[config.mk]
export PLATFORM = sky130hd
export DESIGN_NAME = mhpq_node_cmp
export DESIGN_NICKNAME = d
export VERILOG_FILES = /design/src/rtl/mhpq_pkg.sv /design/src/rtl/mhpq_node_cmp.sv
export SDC_FILE = /design/constraint.sdc
export NUM_CORES = 1
export LEC_CHECK = 0
export BUFFER_PORTS_ARGS = -buffer_cell sky130_fd_sc_hd__buf_2
export CORE_ASPECT_RATIO = 0.75
export CORE_MARGIN = 3
export CORE_UTILIZATION = 36
export DETAILED_ROUTE_END_ITERATION = 8
export PLACE_DENSITY = 0.71
export SYNTH_ARGS = -nofsm -noshare
export SYNTH_HDL_FRONTEND = slang
export SYNTH_SLANG_ARGS = --single-unit
export TNS_END_PERCENT = 1
[constraint.sdc]
create_clock -name vclk -period 5.4
set_input_delay 0.81 -clock vclk [all_inputs]
set_output_delay 0.81 -clock vclk [all_outputs]
set_load 0.01 [all_outputs]
[src/rtl/mhpq_pkg.sv]
// shared types and constants for the min-heap priority queue
// no dependencies; used by mhpq_node_cmp and min_heap_priority_queue_core
package mhpq_pkg;

    localparam int OUT_WIDTH    = 32;
    localparam int TOTAL_WIDTH  = 11;
    localparam int STATUS_WIDTH = 2;

    typedef enum logic [STATUS_WIDTH-1:0] {
        ST_OK    = 2'd0,
        ST_FULL  = 2'd1,
        ST_EMPTY = 2'd2
    } t_status;

    // child selection for one sift-down level
    typedef struct packed {
        logic take_right;
        logic sink;
    } t_pick;

endpackage

[src/rtl/mhpq_node_cmp.sv]
// child select and compare for one level of the sift-down
// depends on mhpq_pkg (t_pick)
module mhpq_node_cmp #(
    parameter int DATA_WIDTH = 32
) (
    input  logic [DATA_WIDTH-1:0] i_left,
    input  logic [DATA_WIDTH-1:0] i_right,
    input  logic                  i_has_right,
    input  logic [DATA_WIDTH-1:0] i_hole,
    output mhpq_pkg::t_pick       o_pick,
    output logic [DATA_WIDTH-1:0] o_value
);

    logic take_right;

    // right child only when strictly smaller
    assign take_right      = i_has_right && ($signed(i_right) < $signed(i_left));
    assign o_value         = take_right ? i_right : i_left;
    assign o_pick.take_right = take_right;
    assign o_pick.sink     = $signed(o_value) < $signed(i_hole);

endmodule

## Word level (Yosys, flattened, before mapping)

Index checks and enable logic that the tools add are counted.

| storage, ports and cells | value |
|---|---|
| register bits | 0 |
| input bits | 97 |
| word-level logic and storage cells | 4 |

| cells by class | value |
|---|---|
| magnitude comparators | 2 |
| multiplexer cells | 1 |
| reduce and logical (&&, ||, !) cells | 1 |

Operators with widths:

| cell | number |
|---|---|
| $lt 32x32->1 | 2 |
| $mux 32 | 1 |
| $logic_and 1x1->1 | 1 |

## Longest topological paths before layout

| depth | value |
|---|---|
| word-level depth | 4 |
| depth in mapped cells | 19 |
| depth with buffers taken out | 18 |

## Worst setup path before layout

Ideal clock, no wire load.

| path | value |
|---|---|
| path kind | input to output |
| start point | in i_left[31] |
| end point | out o_pick[0] in the netlist's numbering |
| data arrival time | 4.414 ns |
| slack | 0.176 ns |
| stages on the path | 19 |
| path buffers | 1 |
| cells stage by stage | inv_1 > ha_1 > nand4_2 > nor3_1 > a221oi_1 > nand2_1 > or3_4 > nand3_4 > buf_12 > mux2_4 > ha_1 > a2111oi_0 > o21ai_0 > a31oi_1 > nor2b_1 > o21ai_0 > nand4_1 > a31oi_1 > o22a_1 |

RTL lines:

| what | RTL line | text |
|---|---|---|
| start: declaration | mhpq_node_cmp.sv:6 | `input logic [DATA_WIDTH-1:0] i_left,` |
| end: declaration | mhpq_node_cmp.sv:10 | `output mhpq_pkg::t_pick o_pick,` |

==> metrics.txt <==
# TYPE chip_impl_metric gauge
chip_impl_metric{name="floorplan.initialDensity",unit="%"} 37.8
chip_impl_metric{name="area.sequential",unit="um^2"} 0
chip_impl_metric{name="ir_drop",unit="uV"} 48.2
chip_impl_metric{name="synth_simple_gate_area_share",unit="%"} 14.6
chip_impl_metric{name="synthToLayoutAreaGrowth",unit="%"} 48.8
chip_impl_metric{name="dieHeight",unit="um"} 74.1
chip_impl_metric{name="post_synth_inst_count",unit=""} 270
chip_impl_metric{name="detail_route.first_pass.iterations",unit=""} 4
chip_impl_metric{name="fp.dieW",unit="um"} 96.7
chip_impl_metric{name="grt_start_max_net_pins",unit=""} 9
chip_impl_metric{name="p_per_area",unit="nW/um^2"} 111
chip_impl_metric{name="synth.cell_area",unit="um^2"} 2220
chip_impl_info{name="synth_top_family_by_area",value="adder cells"} 1
chip_impl_metric{name="clockBufferCount",unit=""} 0
chip_impl_metric{name="timing.fmax",unit="MHz"} 189
chip_impl_metric{name="crit_path_max_fanout",unit=""} 6
chip_impl_info{name="holdCritStartpoint",value="i_left[7]"} 1
chip_impl_info{name="run_status",value="completed"} 1
chip_impl_metric{name="critPathRequiredTime",unit="ns"} 4.59
chip_impl_metric{name="post-synth-top-area-fraction",unit="%"} 34.9
chip_impl_info{name="min_path_type",value="input pin to output pin"} 1
chip_impl_metric{name="setup_ws",unit="ns"} 0.111
chip_impl_metric{name="critical_path.max_stage_delay",unit="ns"} 0.37
chip_impl_metric{name="synth.area.mux_share",unit="%"} 20.6
chip_impl_metric{name="syn_area_per_cell",unit="um^2"} 8.23
chip_impl_metric{name="synth-adder-area-share",unit="%"} 34.9
chip_impl_metric{name="xor_xnor_share_of_the_synthesized_area",unit="%"} 0
chip_impl_metric{name="final.period_utilization",unit="%"} 98.0
chip_impl_info{name="synth.most_common_cell",value="sky130_fd_sc_hd__inv_1"} 1
chip_impl_metric{name="rows",unit=""} 24
chip_impl_metric{name="report.final.slew_viol_count",unit=""} 0
chip_impl_metric{name="grt_pass1_wl",unit="um"} 9840
chip_impl_info{name="crit_family",value="compound AO/OA/AOI/OAI gates"} 1
chip_impl_metric{name="synth_nets",unit=""} 429
chip_impl_metric{name="netlist-cell-type-count",unit=""} 44
chip_impl_metric{name="routed_wl",unit="um"} 6640
chip_impl_metric{name="drt-vias-per-instance",unit=""} 4.90
chip_impl_metric{name="first_global_vias",unit=""} 2277
chip_impl_metric{name="hold_slack",unit="ns"} 1.96
chip_impl_info{name="yosys.area.top_type",value="sky130_fd_sc_hd__ha_1"} 1
chip_impl_metric{name="worst_slack_after_detailed_placement",unit="ns"} -0.0926
chip_impl_metric{name="synth_compound_area_share",unit="%"} 15.5
chip_impl_metric{name="cap_viol_max_count",unit=""} 0
chip_impl_info{name="synthTopCellsByCount",value="sky130_fd_sc_hd__inv_1 (67), sky130_fd_sc_hd__ha_1 (62), sky130_fd_sc_hd__mux2_4 (29), sky130_fd_sc_hd__a21oi_1 (13), sky130_fd_sc_hd__o21ai_0 (13)"} 1
chip_impl_metric{name="route.antenna.remaining_nets",unit=""} 0
chip_impl_metric{name="layout.sequential_cells",unit=""} 0
chip_impl_info{name="slowest_stage",value="sky130_fd_sc_hd__a221o_1"} 1
chip_impl_metric{name="io_buffer_count",unit=""} 131
chip_impl_metric{name="tightest_slew",unit="ns"} 0.346
chip_impl_metric{name="place_hpwl",unit="um"} 5780
chip_impl_metric{name="synth_sequential_area_ratio",unit="%"} 0
chip_impl_metric{name="final-setup-viol-count",unit=""} 0
chip_impl_metric{name="route.vias.total",unit=""} 2422
chip_impl_info{name="timing.critical_path.from",value="i_left[9]"} 1
chip_impl_metric{name="grt.overflow.total",unit=""} 0
chip_impl_metric{name="drc",unit=""} 0
chip_impl_metric{name="design.die.area",unit="um^2"} 7160
chip_impl_metric{name="avgRoutedWirePerCell",unit="um"} 13.4
chip_impl_metric{name="finalHoldViolations",unit=""} 0
chip_impl_metric{name="io-pin-count",unit=""} 131
chip_impl_metric{name="detail_route.iter0.violations",unit=""} 62
chip_impl_metric{name="fp.coreArea",unit="um^2"} 5890
chip_impl_info{name="crit_type",value="input pin to output pin"} 1
chip_impl_info{name="endpoint",value="o_pick[0]"} 1
chip_impl_info{name="timing.critical_path.to_type",value="output pin"} 1
chip_impl_info{name="crit_path_start_kind",value="input pin"} 1
chip_impl_metric{name="finish.net_count",unit=""} 577
chip_impl_metric{name="post_cts_hold_buffer_count",unit=""} 0
chip_impl_info{name="crit_chain",value="buf_6, inv_2, ha_4, a21oi_2, o21ai_1, a221o_1, a22o_2, or3_4, nand3_4, buf_12, buf_4, mux2_4, ha_1, a21o_1, a211o_1, o211ai_1, a21oi_1, o21ai_1, nand2_1, a31oi_1, o22a_1, buf_6"} 1
chip_impl_metric{name="slew_headroom",unit="%"} 76.6
chip_impl_metric{name="antennaDiodeCount",unit=""} 0
chip_impl_metric{name="cp.buffers_inverters",unit=""} 5
chip_impl_metric{name="final_period_minus_worst_setup_slack",unit="ns"} 5.29
chip_impl_metric{name="arrival",unit="ns"} 4.48
chip_impl_metric{name="worstSetupPathDepth",unit=""} 22
chip_impl_metric{name="yosys_warnings",unit=""} 0
chip_impl_metric{name="antenna_found_initial",unit=""} 0
chip_impl_metric{name="track_usage",unit="%"} 15.9
chip_impl_metric{name="final_layout_size_suffix_gt1_share",unit="%"} 52.9
chip_impl_metric{name="power_leakage",unit="uW"} 0.00195
chip_impl_info{name="synth.area.top_cells",value="sky130_fd_sc_hd__ha_1 (35%), sky130_fd_sc_hd__mux2_4 (20%), sky130_fd_sc_hd__inv_1 (11%), sky130_fd_sc_hd__a21oi_1 (2.9%), sky130_fd_sc_hd__o21ai_0 (2.9%)"} 1
chip_impl_metric{name="fin_total_pwr",unit="uW"} 367
chip_impl_info{name="unrepaired_setup_endpoints_after_global_routing",value="yes"} 1
chip_impl_metric{name="place_congestion",unit=""} 0.860
chip_impl_metric{name="fin_setup_tns",unit="ns"} 0
## how the worst min path moves through the flow
| stage | to | slack (ns) | cells past startpoint |
|---|---|---|---|
| 2_1_floorplan | o_value[10] | 1.76 | 1 |
| 3_5_place_dp | o_value[6] | 1.97 | 3 |
| 6_report | o_value[7] | 1.96 | 3 |
| 3_3_place_gp | o_value[7] | 1.96 | 3 |
| 5_1_grt | o_value[10] | 1.98 | 3 |
| 4_1_cts | o_value[6] | 1.97 | 3 |
## cell families after synthesis
| group | Yosys count |
|---|---|
| fa+ha+maj | 62 |
| mux | 31 |
| buf+inv | 71 |
| compound gates | 52 |
| simple gates | 54 |
## through the flow
stage | instances | utilization (%) | area, um^2
floorplan | 270 | - | 2220
global placement | 487 | 51.4 | 3020
detailed placement | 487 | 51.4 | 3020
CTS | 488 | 51.8 | 3050
global route | 494 | 56.2 | 3310
finish | 494 | 56.2 | 3310
## power by group
part | switching, uW | internal [uW]
clock | 0 | 0
combinational | 171 | 196
sequential | 0 | 0
total | 171 | 196
## final cells by class
type                       count  area, um^2
inverter                      67         251
tap                           78        97.6
timing repair buffer         150         848
fill                         561        2580
multi-input combinational    199        2110
## cell usage in the layout (no fill, tap or decap), types with 2 or more instances in the layout
cell type and n:
sky130_fd_sc_hd__a2111oi_2 2, sky130_fd_sc_hd__a21o_1 5, sky130_fd_sc_hd__a21oi_1 8, sky130_fd_sc_hd__a21oi_2 5, sky130_fd_sc_hd__a31oi_1 2, sky130_fd_sc_hd__and2_1 2
sky130_fd_sc_hd__buf_12 3, sky130_fd_sc_hd__buf_2 129, sky130_fd_sc_hd__buf_4 16, sky130_fd_sc_hd__buf_6 2, sky130_fd_sc_hd__ha_1 49, sky130_fd_sc_hd__ha_2 3
sky130_fd_sc_hd__ha_4 10, sky130_fd_sc_hd__inv_1 63, sky130_fd_sc_hd__inv_2 4, sky130_fd_sc_hd__mux2_2 2, sky130_fd_sc_hd__mux2_4 29, sky130_fd_sc_hd__nand2_1 10
sky130_fd_sc_hd__nand2b_1 2, sky130_fd_sc_hd__nand3_1 6, sky130_fd_sc_hd__nand4_1 9, sky130_fd_sc_hd__nor2_1 8, sky130_fd_sc_hd__nor2b_1 2, sky130_fd_sc_hd__nor3_1 3
sky130_fd_sc_hd__nor4_2 2, sky130_fd_sc_hd__o211ai_1 2, sky130_fd_sc_hd__o21ai_0 7, sky130_fd_sc_hd__o21ai_1 7, sky130_fd_sc_hd__or2_2 2
## per-layer routing
layer | track usage (%) | routed length [um] | vias up
li1 | - | - | 1253
met1 | 21.4 | 3000 | 1089
met2 | 29.0 | 3200 | 80
met3 | 2.62 | 442 | 0
met4 | 0 | 0 | 0
met5 | 0 | 0 | -
## timing repair
item                       in CTS  in global routing
resized for setup               7                 37
pin swaps                       5                 16
setup buffers                   1                  6
setup endpoints to repair       1                  1
Power figures use the tool's default switching activity.
